==> src/hw/rtl/ipdr_pkg.sv <==
// Shared types and constants for the IP destination rewrite block.
// No dependencies; imported by ip_destination_rewrite.
package ipdr_pkg;

  typedef struct packed {
    logic [31:0] data_word;
    logic [2:0]  valid_bytes;
    logic        end_of_frame;
  } in_beat_t;

  typedef struct packed {
    logic [31:0] out_word;
    logic [2:0]  out_valid_bytes;
    logic        out_end_of_frame;
  } out_beat_t;

  // register map, index = paddr[2]
  localparam logic RegXorKey    = 1'b0;
  localparam logic RegEthertype = 1'b1;

  localparam logic [7:0]  XorKeyReset    = 8'hAA;
  localparam logic [15:0] EthertypeReset = 16'h0800;

  // byte counts within the held header (max 4*19 = 76)
  localparam int unsigned ByteCntW = 7;
  localparam logic [ByteCntW-1:0] EtherEndBytes = 7'd14;  // ethertype complete
  localparam logic [ByteCntW-1:0] IhlEndBytes   = 7'd15;  // version/IHL byte seen
  localparam logic [ByteCntW-1:0] MinNeedBytes  = 7'd38;  // hidden bytes complete

  // word slots of interest (4 bytes per word)
  localparam int unsigned WordEthIhl  = 3;  // bytes 12..15
  localparam int unsigned WordCsum    = 6;  // bytes 24..27, checksum in high half
  localparam int unsigned WordDstHi   = 7;  // bytes 28..31, dst hi in low half
  localparam int unsigned WordDstLo   = 8;  // bytes 32..35, dst lo high, hidden lo
  localparam int unsigned WordHidden  = 9;  // bytes 36..39, hidden hi in high half

  // raw ones-complement accumulator: up to 32 halfwords
  localparam int unsigned AccW = 21;

endpackage

==> src/hw/rtl/ipdr_ram.sv <==
// Generic single-write, single-read RAM with registered read data.
// No dependencies; holds the buffered header words.
module ipdr_ram #(
  parameter int unsigned Width = 32,
  parameter int unsigned Depth = 19
) (
  input  logic                     clk_i,
  input  logic                     we_i,
  input  logic [$clog2(Depth)-1:0] waddr_i,
  input  logic [Width-1:0]         wdata_i,
  input  logic                     re_i,
  input  logic [$clog2(Depth)-1:0] raddr_i,
  output logic [Width-1:0]         rdata_o
);

  logic [Width-1:0] mem_q [Depth];
  logic [Width-1:0] rdata_q;

  always_ff @(posedge clk_i) begin
    if (we_i) begin
      mem_q[waddr_i] <= wdata_i;
    end
    if (re_i) begin
      rdata_q <= mem_q[raddr_i];
    end
  end

  assign rdata_o = rdata_q;

endmodule

==> src/hw/rtl/ip_destination_rewrite.sv <==
// IPv4 destination rewrite with header checksum update, top level.
// Depends on ipdr_pkg and ipdr_ram.
//
// Flow: header words are taken one per cycle into the hold RAM. A rewritten
// frame then passes the StSum and StFold checksum states, and the n held words
// leave from the RAM, whose read data is registered, one per cycle while the
// output is not stalled. Pass-through beats move one per cycle while not stalled.
// Reset: async active-low; clears control state, config returns to key 0xAA
// and ethertype 0x0800. The hold RAM needs no clearing pass.
module ip_destination_rewrite
  import ipdr_pkg::*;
#(
  parameter int unsigned HOLD_WORDS = 19
) (
  input  logic       clk_i,
  input  logic       rst_ni,
  // input stream
  input  logic       in_valid_i,
  output logic       in_ready_o,
  input  in_beat_t   in_beat_i,
  // output stream
  output logic       out_valid_o,
  input  logic       out_ready_i,
  output out_beat_t  out_beat_o,
  // APB config
  input  logic       psel,
  input  logic       penable,
  input  logic       pwrite,
  input  logic [2:0] paddr,
  input  logic [31:0] pwdata,
  output logic [31:0] prdata,
  output logic       pready
);

  localparam int unsigned AW = $clog2(HOLD_WORDS);
  localparam int unsigned CW = $clog2(HOLD_WORDS + 1);
  localparam logic [ByteCntW-1:0] HoldBytes = ByteCntW'(4 * HOLD_WORDS);

  // sequencer states
  localparam logic [2:0] StHold = 3'd0;  // collecting header words
  localparam logic [2:0] StSum  = 3'd1;  // add rewritten address halves
  localparam logic [2:0] StFold = 3'd2;  // end-around fold, invert
  localparam logic [2:0] StRel  = 3'd3;  // drain hold RAM
  localparam logic [2:0] StPass = 3'd4;  // rest of frame flows through

  logic [2:0] state_q, state_d;

  // ---------------------------------------------------------------------------
  // Config registers
  // ---------------------------------------------------------------------------
  logic [7:0]  xor_key_q;
  logic [15:0] match_et_q;
  logic        cfg_wr;

  assign pready = 1'b1;
  assign cfg_wr = psel & penable & pwrite & pready;

  always_ff @(posedge clk_i or negedge rst_ni) begin
    if (!rst_ni) begin
      xor_key_q  <= XorKeyReset;
      match_et_q <= EthertypeReset;
    end else if (cfg_wr) begin
      unique case (paddr[2])
        RegXorKey:    xor_key_q  <= pwdata[7:0];
        RegEthertype: match_et_q <= pwdata[15:0];
        default: ;
      endcase
    end
  end

  always_comb begin
    unique case (paddr[2])
      RegXorKey:    prdata = {24'b0, xor_key_q};
      RegEthertype: prdata = {16'b0, match_et_q};
      default:      prdata = '0;
    endcase
  end

  // ---------------------------------------------------------------------------
  // Control and payload registers
  // ---------------------------------------------------------------------------
  logic [CW-1:0]   cnt_q, cnt_d;        // words held
  logic [CW-1:0]   rd_ptr_q, rd_ptr_d;  // next RAM read
  logic [CW-1:0]   rd_idx_q;            // index of word in RAM read data
  logic            rd_pend_q, rd_pend_d;
  logic            ovalid_q, ovalid_d;
  out_beat_t       obeat_q, obeat_d;
  logic            eof_q;               // frame ended in held words
  logic [2:0]      vb_q;                // byte count of that last beat
  logic            rew_q;               // header gets rewritten
  logic [23:0]     hdr_q;               // bytes 12..14
  logic [15:0]     x34_q, x36_q;        // hidden address halves
  logic [AccW-1:0] acc_q, acc_d;
  logic [15:0]     csum_q;

  // ---------------------------------------------------------------------------
  // Input side
  // ---------------------------------------------------------------------------
  logic        can_load, in_fire, hold_fire, pass_fire;
  logic [31:0] w;
  logic [2:0]  vbn;
  logic        eof;

  assign can_load   = !ovalid_q || out_ready_i;
  assign in_ready_o = (state_q == StHold) || ((state_q == StPass) && can_load);
  assign in_fire    = in_valid_i && in_ready_o;
  assign hold_fire  = in_fire && (state_q == StHold);
  assign pass_fire  = in_fire && (state_q == StPass);

  assign w   = in_beat_i.data_word;
  assign eof = in_beat_i.end_of_frame;
  // inner beats always count as full; bad counts read as four
  assign vbn = (!eof || in_beat_i.valid_bytes == 3'd0 || in_beat_i.valid_bytes > 3'd4)
               ? 3'd4 : in_beat_i.valid_bytes;

  // release decision for a beat taken while holding
  logic                is3;
  logic [ByteCntW-1:0] nbytes, need_raw, need;
  logic [15:0]         et;
  logic [3:0]          ihl;
  logic                mismatch, ihl_bad, too_long, have_all, c15;
  logic                rel_now, rew_now;

  assign is3      = (cnt_q == CW'(WordEthIhl));
  assign nbytes   = ByteCntW'({cnt_q, 2'b00}) + ByteCntW'(vbn);
  assign et       = is3 ? w[31:16] : hdr_q[23:8];
  assign ihl      = is3 ? w[11:8]  : hdr_q[3:0];
  assign need_raw = EtherEndBytes + ByteCntW'({ihl, 2'b00});
  assign need     = (need_raw < MinNeedBytes) ? MinNeedBytes : need_raw;
  assign c15      = (nbytes >= IhlEndBytes);
  assign mismatch = (nbytes >= EtherEndBytes) && (et != match_et_q);
  assign ihl_bad  = ihl < 4'd5;
  assign too_long = need > HoldBytes;
  assign have_all = nbytes >= need;
  assign rew_now  = !mismatch && c15 && !ihl_bad && !too_long && have_all;
  assign rel_now  = mismatch || (c15 && (ihl_bad || too_long || have_all)) || eof
                    || ((cnt_q + CW'(1)) >= CW'(HOLD_WORDS));

  // running checksum: halfwords of header bytes 14..13+4*IHL, leaving out the
  // checksum field and the destination; the rewritten destination is added in StSum
  logic [5:0]  idx6, ihl6;
  logic        inc_hi, inc_lo;
  logic [16:0] add17;

  assign idx6   = 6'(cnt_q);
  assign ihl6   = 6'(hdr_q[3:0]);
  assign inc_lo = is3 || ((idx6 >= 6'd4) && (idx6 <= ihl6 + 6'd2)
                          && (idx6 != 6'(WordDstHi)));
  assign inc_hi = (idx6 >= 6'd4) && (idx6 <= ihl6 + 6'd3)
                  && (idx6 != 6'(WordCsum)) && (idx6 != 6'(WordDstLo));
  assign add17  = (inc_hi ? 17'(w[31:16]) : 17'd0) + (inc_lo ? 17'(w[15:0]) : 17'd0);

  logic [15:0] kk;
  assign kk = {xor_key_q, xor_key_q};

  logic [16:0] fold1;
  logic [15:0] fold2;
  assign fold1 = 17'(acc_q[15:0]) + 17'(acc_q[AccW-1:16]);
  assign fold2 = fold1[15:0] + 16'(fold1[16]);

  // ---------------------------------------------------------------------------
  // Hold RAM and drain
  // ---------------------------------------------------------------------------
  logic        rd_issue, rd_load;
  logic [31:0] rdata, pword;
  logic        rd_last;

  assign rd_issue = (state_q == StRel) && (rd_ptr_q != cnt_q) && (!rd_pend_q || can_load);
  assign rd_load  = rd_pend_q && can_load;

  ipdr_ram #(
    .Width (32),
    .Depth (HOLD_WORDS)
  ) u_hold_ram (
    .clk_i   (clk_i),
    .we_i    (hold_fire),
    .waddr_i (cnt_q[AW-1:0]),
    .wdata_i (w),
    .re_i    (rd_issue),
    .raddr_i (rd_ptr_q[AW-1:0]),
    .rdata_o (rdata)
  );

  // patch checksum and destination on the way out
  always_comb begin
    pword = rdata;
    if (rew_q) begin
      if (rd_idx_q == CW'(WordCsum))  pword[31:16] = csum_q;
      if (rd_idx_q == CW'(WordDstHi)) pword[15:0]  = x34_q ^ kk;
      if (rd_idx_q == CW'(WordDstLo)) pword[31:16] = x36_q ^ kk;
    end
  end

  assign rd_last = eof_q && ((rd_idx_q + CW'(1)) == cnt_q);

  // ---------------------------------------------------------------------------
  // Next state
  // ---------------------------------------------------------------------------
  always_comb begin
    state_d   = state_q;
    cnt_d     = cnt_q;
    rd_ptr_d  = rd_ptr_q;
    rd_pend_d = rd_pend_q;
    ovalid_d  = ovalid_q && !out_ready_i;
    obeat_d   = obeat_q;
    acc_d     = acc_q;

    unique case (state_q)
      StHold: begin
        if (hold_fire) begin
          cnt_d = cnt_q + CW'(1);
          acc_d = ((cnt_q == '0) ? '0 : acc_q) + AccW'(add17);
          if (rel_now) begin
            rd_ptr_d  = '0;
            rd_pend_d = 1'b0;
            state_d   = rew_now ? StSum : StRel;
          end
        end
      end
      StSum: begin
        acc_d   = acc_q + AccW'(x34_q ^ kk) + AccW'(x36_q ^ kk);
        state_d = StFold;
      end
      StFold: begin
        state_d = StRel;
      end
      StRel: begin
        if (rd_load) begin
          ovalid_d = 1'b1;
          obeat_d  = '{out_word: pword,
                       out_valid_bytes: rd_last ? vb_q : 3'd4,
                       out_end_of_frame: rd_last};
        end
        if (rd_issue) begin
          rd_ptr_d  = rd_ptr_q + CW'(1);
          rd_pend_d = 1'b1;
        end else if (rd_load) begin
          rd_pend_d = 1'b0;
        end
        if (!rd_pend_q && (rd_ptr_q == cnt_q)) begin
          cnt_d   = '0;
          state_d = eof_q ? StHold : StPass;
        end
      end
      StPass: begin
        if (pass_fire) begin
          ovalid_d = 1'b1;
          obeat_d  = '{out_word: w, out_valid_bytes: vbn, out_end_of_frame: eof};
          if (eof) state_d = StHold;
        end
      end
      default: state_d = StHold;
    endcase
  end

  always_ff @(posedge clk_i or negedge rst_ni) begin
    if (!rst_ni) begin
      state_q   <= StHold;
      cnt_q     <= '0;
      rd_ptr_q  <= '0;
      rd_pend_q <= 1'b0;
      ovalid_q  <= 1'b0;
    end else begin
      state_q   <= state_d;
      cnt_q     <= cnt_d;
      rd_ptr_q  <= rd_ptr_d;
      rd_pend_q <= rd_pend_d;
      ovalid_q  <= ovalid_d;
    end
  end

  always_ff @(posedge clk_i) begin
    obeat_q <= obeat_d;
    acc_q   <= acc_d;
    if (rd_issue) rd_idx_q <= rd_ptr_q;
    if (state_q == StFold) csum_q <= ~fold2;
    if (hold_fire) begin
      if (is3) hdr_q <= w[31:8];
      if (cnt_q == CW'(WordDstLo))  x34_q <= w[15:0];
      if (cnt_q == CW'(WordHidden)) x36_q <= w[31:16];
      if (rel_now) begin
        eof_q <= eof;
        vb_q  <= vbn;
        rew_q <= rew_now;
      end
    end
  end

  assign out_valid_o = ovalid_q;
  assign out_beat_o  = obeat_q;

endmodule
==> config.mk <==
export PLATFORM = sky130hd
export DESIGN_NAME = ip_destination_rewrite
export DESIGN_NICKNAME = d
export VERILOG_FILES = /design/src/hw/rtl/ipdr_pkg.sv /design/src/hw/rtl/ipdr_ram.sv /design/src/hw/rtl/ip_destination_rewrite.sv
export SDC_FILE = /design/constraint.sdc
export NUM_CORES = 1
export LEC_CHECK = 0
export ABC_AREA = 1
export BUFFER_PORTS_ARGS = -buffer_cell sky130_fd_sc_hd__buf_2
export CAP_MARGIN = 10
export CORE_MARGIN = 2
export CORE_UTILIZATION = 35
export DETAILED_ROUTE_END_ITERATION = 10
export GPL_TIMING_DRIVEN = 0
export PLACE_DENSITY = 0.51
export SLEW_MARGIN = 10
export SYNTH_ARGS = -nofsm -noshare
export SYNTH_HDL_FRONTEND = slang
export SYNTH_SLANG_ARGS = --single-unit
==> constraint.sdc <==
create_clock -name clk_i -period 9.9 [get_ports clk_i]
set_input_delay 1.485 -clock clk_i [delete_from_list [all_inputs] [get_ports clk_i]]
set_output_delay 1.485 -clock clk_i [all_outputs]
set_load 0.01 [all_outputs]
==> run metrics, run 1 <==
status finished, final reports clean; GP Congestion between 0.8 and 0.9; power consumption 12.1 mW; Cell Count, Final, Fillers Out 4881; Starting DRT DRC Count 2539; post-CTS sizing 0; RSZ-0062 raised after global routing false; Critical Path AT 6260 ps; metal1 wirelength just over 50000 um; die span in y 329 um; uppermost layer routed met4; Synth Register Bits 814; Yosys cell types 52; setup ws final 4020 ps; Worst-Skew Late Latency 680 ps; final worst-path cycle share ~59%; Core ar. 105000 um^2; cells after synthesis 3179; I/O Buffers 112; fmax between 150 and 200 MHz; Crit Path Class register to register; Die X 329 um; Ys Warns 0; delay-heaviest family, CP adder cells; Post-CTS Setup Inserts 0; vias in the first global route 24300; mapped cell area 37000 um^2; leakage dissipation 15.6 nW; Worst-Margin Slew 1080 ps; max-slew violations 0; crit end category register; first-pass GRT wire length 169000 um; Area growth syn-to-layout 16.2%; Seq/Total Area, Yosys roughly 65%; # Max-Cap Violations 0; Initial Utilization roughly a third; number of placed I/O pins 149; Slew HR between 20% and 30%; Post-synth EDFFs 775; VDD IR-drop max 0.144 mV; area of the multi-input gates ~11000 um^2; Max FO, Critical Path 6; Crit-path slowest cell fa_1; post-route ant nets 0; CP most frequent cell inv_1; Total Die Area 108000 um^2; largest net degree at the start of global routing 40; worst hold path type register to register; setup TNS 0 ps; vias per cell 5.21; fin nets 3598; # rows roughly 120; WL/cell about 24 um; CTS tree done; root buf cell clkbuf_16; pre-CTS worst setup slack 3960 ps; routed wl met2 55900 um; Worst Setup Start Kind register; Mapped Avg Cell Area approximately 12 um^2; Inst Count DP around 4700; Buf+Inv Stages, Crit Path 5; delay of the slowest cell on the worst path 510 ps; Clock Path Buffers 3; TritonRoute pass-1 iters 5; Max H-tree Level 3; Final HPWL DP 81600 um; final hold viol count 0; fraction of layout cells with a size suffix above 1 10.5%; final setup violation count 0; initial antenna violation count 8; asr flop ratio synth 4.79%; GRT Overall Usage a little over a fifth; Main synth FF type edfxtp_1; Post-Route Skew 30.1 ps; via count approximately 25000; register area 24300 um^2; FILL cells 10100; areal power density over the cells 281 nW/um^2; Num CTS Buffers 88; met3 WL ~8000 um; DRC 0; # hold bufs at CTS 0; drt total wl 118000 um; Clock Sinks 814; Core Util, Final 41.0%; Period minus WS final 5880 ps; gr ovfl total 0; Clk pin slew, worst setup/hold paths 60 ps; Crit path required time about 10000 ps
[through the flow]
| stage | hold slack [ps] | instance area (um^2) |
|---|---|---|
| global route | 500 | 43000 |
| CTS | 479 | 43000 |
| floorplan | 449 | 37100 |
| global placement | 475 | 39400 |
| detailed placement | 469 | 40000 |
| finish | 476 | 43000 |
[cell usage in the layout (no fill, tap or decap), drive strengths merged, types with 2 or more instances in the layout]
cell,instances
a21boi,2
a21o,4
a21oi,160
a22oi,12
a31oi,5
and3,2
buf,181
bufinv,13
clkbuf,233
clkinv,32
clkinvlp,7
conb,17
dfrtp,34
dfstp,5
diode,3
edfxtp,775
fa,35
ha,68
inv,236
mux2,6
mux2i,55
nand2,510
nand3,106
nand3b,3
nand4,21
nor2,422
nor3,12
nor4,5
o211ai,39
o21a,2
o21ai,252
o21bai,2
o221ai,54
o22ai,4
o32ai,76
or2,4
xnor2,35
xor2,56
[logic make-up (layout without fill, tap and decap cells)]
| kind of cell | after synthesis | in the layout | synth area share (%) |
|---|---|---|---|
| multiplexers | 61 | 61 | 1.67 |
| AO/OA/AOI/OAI | 614 | 614 | 10.2 |
| buffers and inverters | 409 | 702 | 4.43 |
| AND/OR/NAND/NOR | 1085 | 1085 | 11.8 |
| other | 2 | 20 | 0.0203 |
| XOR/XNOR | 91 | 91 | 2.15 |
| adder cells (fa/ha/maj) | 103 | 103 | 4.19 |
| flip-flops | 814 | 814 | 65.5 |
[Yosys cell counts (21+ instances only)]
master	instances	area (um^2)
a21oi_1	159	796
clkbuf_1	126	473
dfrtp_1	34	851
edfxtp_1	775	23300
fa_1	35	701
ha_1	68	851
inv_1	228	856
mux2i_1	55	551
nand2_1	508	1910
nand3_1	105	526
nand4_1	21	131
nor2_1	417	1570
o211ai_1	31	233
o21ai_0	250	1250
o221ai_1	54	473
o32ai_1	76	666
xnor2_1	35	307
xor2_1	56	490
[per-layer routing]
| layer | track usage (%) | up-vias |
|---|---|---|
| met4 | 5.24 | 0 |
| met2 | 35.2 | 858 |
| met5 | 0 | - |
| li1 | - | 11700 |
| met3 | 2.47 | 139 |
| met1 | 30.5 | 12700 |
[layout make-up]
class | instances | area share [%]
diodes | 3 | 0.0174
plain buffers | 174 | 1.76
clock buffers | 107 | 5.35
clock inverters | 53 | 1.65
inverters | 235 | 2.05
multi-input cells | 1971 | 26.4
flip-flops and latches | 814 | 56.3
well taps | 1391 | 4.04
repair buffers | 133 | 2.41
[power by group]
| group | total [mW] | leakage (nW) | switching (mW) | internal [mW] |
|---|---|---|---|---|
| registers | 4.45 | 7.48 | 0.210 | 4.24 |
| clock network | 3.44 | 1.45 | 1.42 | 2.02 |
| logic | 4.22 | 6.70 | 2.93 | 1.28 |
| total | 12.1 | 15.6 | 4.56 | 7.54 |
[registers in the layout, indices dropped and copies added (netlist names)]
register            cells
out_valid_o             1
u_hold_ram.mem_q      608
rd_ptr_q                5
rd_idx_q                5
csum_q                 16
match_et_q             16
rd_pend_q               1
out_beat_o             36
hdr_q                  20
acc_q                  21
vb_q                    3
cnt_q                   5
eof_q                   1
u_hold_ram.rdata_o     32
state_q                 3
xor_key_q               8
rew_q                   1
x36_q                  16
x34_q                  16
[worst paths after layout]
| kind | from | endpoint | slack [ps] | cells after the start |
|---|---|---|---|---|
| min reg2reg | rd_ptr_q[1] | rd_idx_q[1] | 480 | 0 |
| min | rd_ptr_q[1] | rd_idx_q[1] | 480 | 0 |
| max reg2reg | hdr_q[2] | acc_q[19] | 4020 | 27 |
| min in group asynchronous | rst_ni | match_et_q[10] | 1000 | 1 |
| max | hdr_q[2] | acc_q[19] | 4020 | 27 |
| max in group asynchronous | rst_ni | cnt_q[1] | 8250 | 1 |
(Power assumes the default switching activity.)
==> run 2, diff against run 1 <==
clock period = 6.2 ns   (was 9.9 ns; I/O delays follow)
==> run metrics, run 2 (synthesized netlist as in run 1, its figures left out) <==
vias in the first global route 24300 (unchanged); Buf+Inv Stages, Crit Path 5 (unchanged); Critical Path AT 6080 ps (was 6260 ps); worst hold path type input port to async pin (was register to register); setup TNS 0 ps (unchanged); Fin Hold WS 442 ps (was 476 ps); Clk pwr share 28.4% (about the same); RSZ-0062 raised after global routing false (unchanged); Die X 329 um (unchanged); final worst-path cycle share 92.0% (was 59.4%); VDD IR-drop max 0.229 mV (was 0.144 mV); GRT Overall Usage 21.5% (unchanged); # rows 119 (unchanged); Total Die Area 108000 um^2 (unchanged); Clk pin slew, worst setup/hold paths 60 ps (about the same); Num CTS Buffers 88 (unchanged); commonest non-fill, non-tap cells in the layout 775 x edfxtp_1, 507 x nand2_1, 394 x nor2_1 (unchanged); GP Congestion 0.850 (unchanged); area of the multi-input gates 11400 um^2 (unchanged); Worst-Skew Late Latency 680 ps (about the same); status finished, final reports clean (unchanged); DRC 0 (unchanged); fin nets 3598 (unchanged); Gate power share 34.9% (was 34.8%); vias per cell 5.21 (unchanged); final setup violation count 0 (unchanged); # Max-Cap Violations 0 (unchanged); delay of the slowest cell on the worst path 510 ps (about the same); TritonRoute pass-1 iters 5 (unchanged); I/O Buffers 112 (unchanged); Initial Utilization 35.2% (unchanged); drt total wl 118000 um (unchanged); crit end category register (unchanged); areal power density over the cells 449 nW/um^2 (was 281 nW/um^2); number of placed I/O pins 149 (unchanged); WL/cell 24.2 um (unchanged); Max H-tree Level 3 (unchanged); Worst-Margin Slew 1080 ps (unchanged); CP most frequent cell inv_1 (unchanged); Power Internal 12.0 mW (was 7.54 mW); switch share 37.7% (about the same); post-route ant nets 0 (unchanged); first-pass GRT wire length 169000 um (unchanged); CTS tree done (unchanged); fraction of layout cells with a size suffix above 1 10.5% (unchanged); max-slew violations 0 (unchanged); Starting DRT DRC Count 2539 (unchanged); Slew HR 27.2% (unchanged); Final HPWL DP 81600 um (unchanged); max reg flops 608 (unchanged); initial antenna violation count 8 (unchanged); Period minus WS final 5700 ps (was 5880 ps); most common cell after layout, fill and taps aside edfxtp_1 (unchanged); Clock Path Buffers 3 (unchanged); final hold viol count 0 (unchanged); Clock Sinks 814 (unchanged); Post-Route Skew 30.1 ps (unchanged); Flop pwr share 36.8% (about the same); NetSw 7.29 mW (was 4.56 mW); Core ar. 105000 um^2 (unchanged); gr ovfl total 0 (unchanged); Crit path required time 6570 ps (was 10270 ps); # hold bufs at CTS 0 (unchanged); Crit-path slowest cell fa_1 (unchanged); root buf cell clkbuf_16 (unchanged); Area growth syn-to-layout 16.2% (unchanged); largest net degree at the start of global routing 40 (unchanged); Crit Path Class register to register (unchanged); register area 24300 um^2 (unchanged); Max FO, Critical Path 6 (unchanged); leakage dissipation 15.6 nW (about the same); fmax 175 MHz (was 170 MHz); FILL cells 10100 (unchanged); largest reg by FF count u_hold_ram.mem_q (unchanged); delay-heaviest family, CP adder cells (unchanged); via count 25400 (unchanged); Worst Setup Start Kind register (unchanged); die span in y 329 um (unchanged)
## run 2: cell count changes in the layout (fill, tap and decap cells not counted)
cell,change
o21ai_0,-1
o21ai_1,+1
## run 2: final cells by class
type | count | share of cell area (%)
flip-flops and latches | 814 | 56.3
multi-input cells | 1971 | 26.4
diodes | 3 | 0.0174
plain buffers | 174 | 1.76
clock inverters | 53 | 1.65
well taps | 1391 | 4.04
repair buffers | 133 | 2.41
clock buffers | 107 | 5.35
inverters | 235 | 2.05
## run 2: path summary, 6_finish.rpt
| path | start | to | slack, ps | cells past startpoint |
|---|---|---|---|---|
| min in group clk_i | rd_ptr_q[1] | rd_idx_q[1] | 480 | 0 |
| setup reg to reg | hdr_q[2] | acc_q[19] | 500 | 27 |
| hold / removal | rst_ni | match_et_q[10] | 440 | 1 |
| max in group asynchronous | rst_ni | cnt_q[1] | 5100 | 1 |
| setup / recovery | hdr_q[2] | acc_q[19] | 500 | 27 |
| hold reg to reg | rd_ptr_q[1] | rd_idx_q[1] | 480 | 0 |
## run 2: power by group through the flow
stage	clock network (mW)	logic, mW	registers [mW]
global route	5.76	7.51	7.15
floorplan	0	4.27	7.10
CTS	5.56	6.74	7.10
detailed placement	0	6.70	7.21
finish	5.49	6.74	7.10
global placement	0	6.60	7.23
## run 2: repair_timing
item	CTS	global route
resized for setup	0	1
setup endpoints to repair	0	2
buffers inserted	0	0
## run 2: layer usage
| layer | global-route usage [%] | share of wire (%) | up-vias |
|---|---|---|---|
| li1 | - | - | 11700 |
| met1 | 30.5 | 44 | 12700 |
| met2 | 35.2 | 47 | 858 |
| met3 | 2.47 | 6.8 | 139 |
| met4 | 5.24 | 2.0 | 0 |
| met5 | 0 | 0 | - |
## run 2: metrics by stage
step / instances / utilization, % / worst slack, ps / area [um^2] / power, mW
3_5_place_dp: 4718 / 38.1 / 345 / 40000 / 13.9
3_3_place_gp: 4697 / 37.5 / 316 / 39400 / 13.8
5_1_grt: 4878 / 40.9 / 65.1 / 43000 / 20.4
4_1_cts: 4878 / 40.9 / 325 / 43000 / 19.4
6_report: 4881 / 41.0 / 498 / 43000 / 19.3
2_1_floorplan: 3194 / - / 1590 / 37100 / 11.4
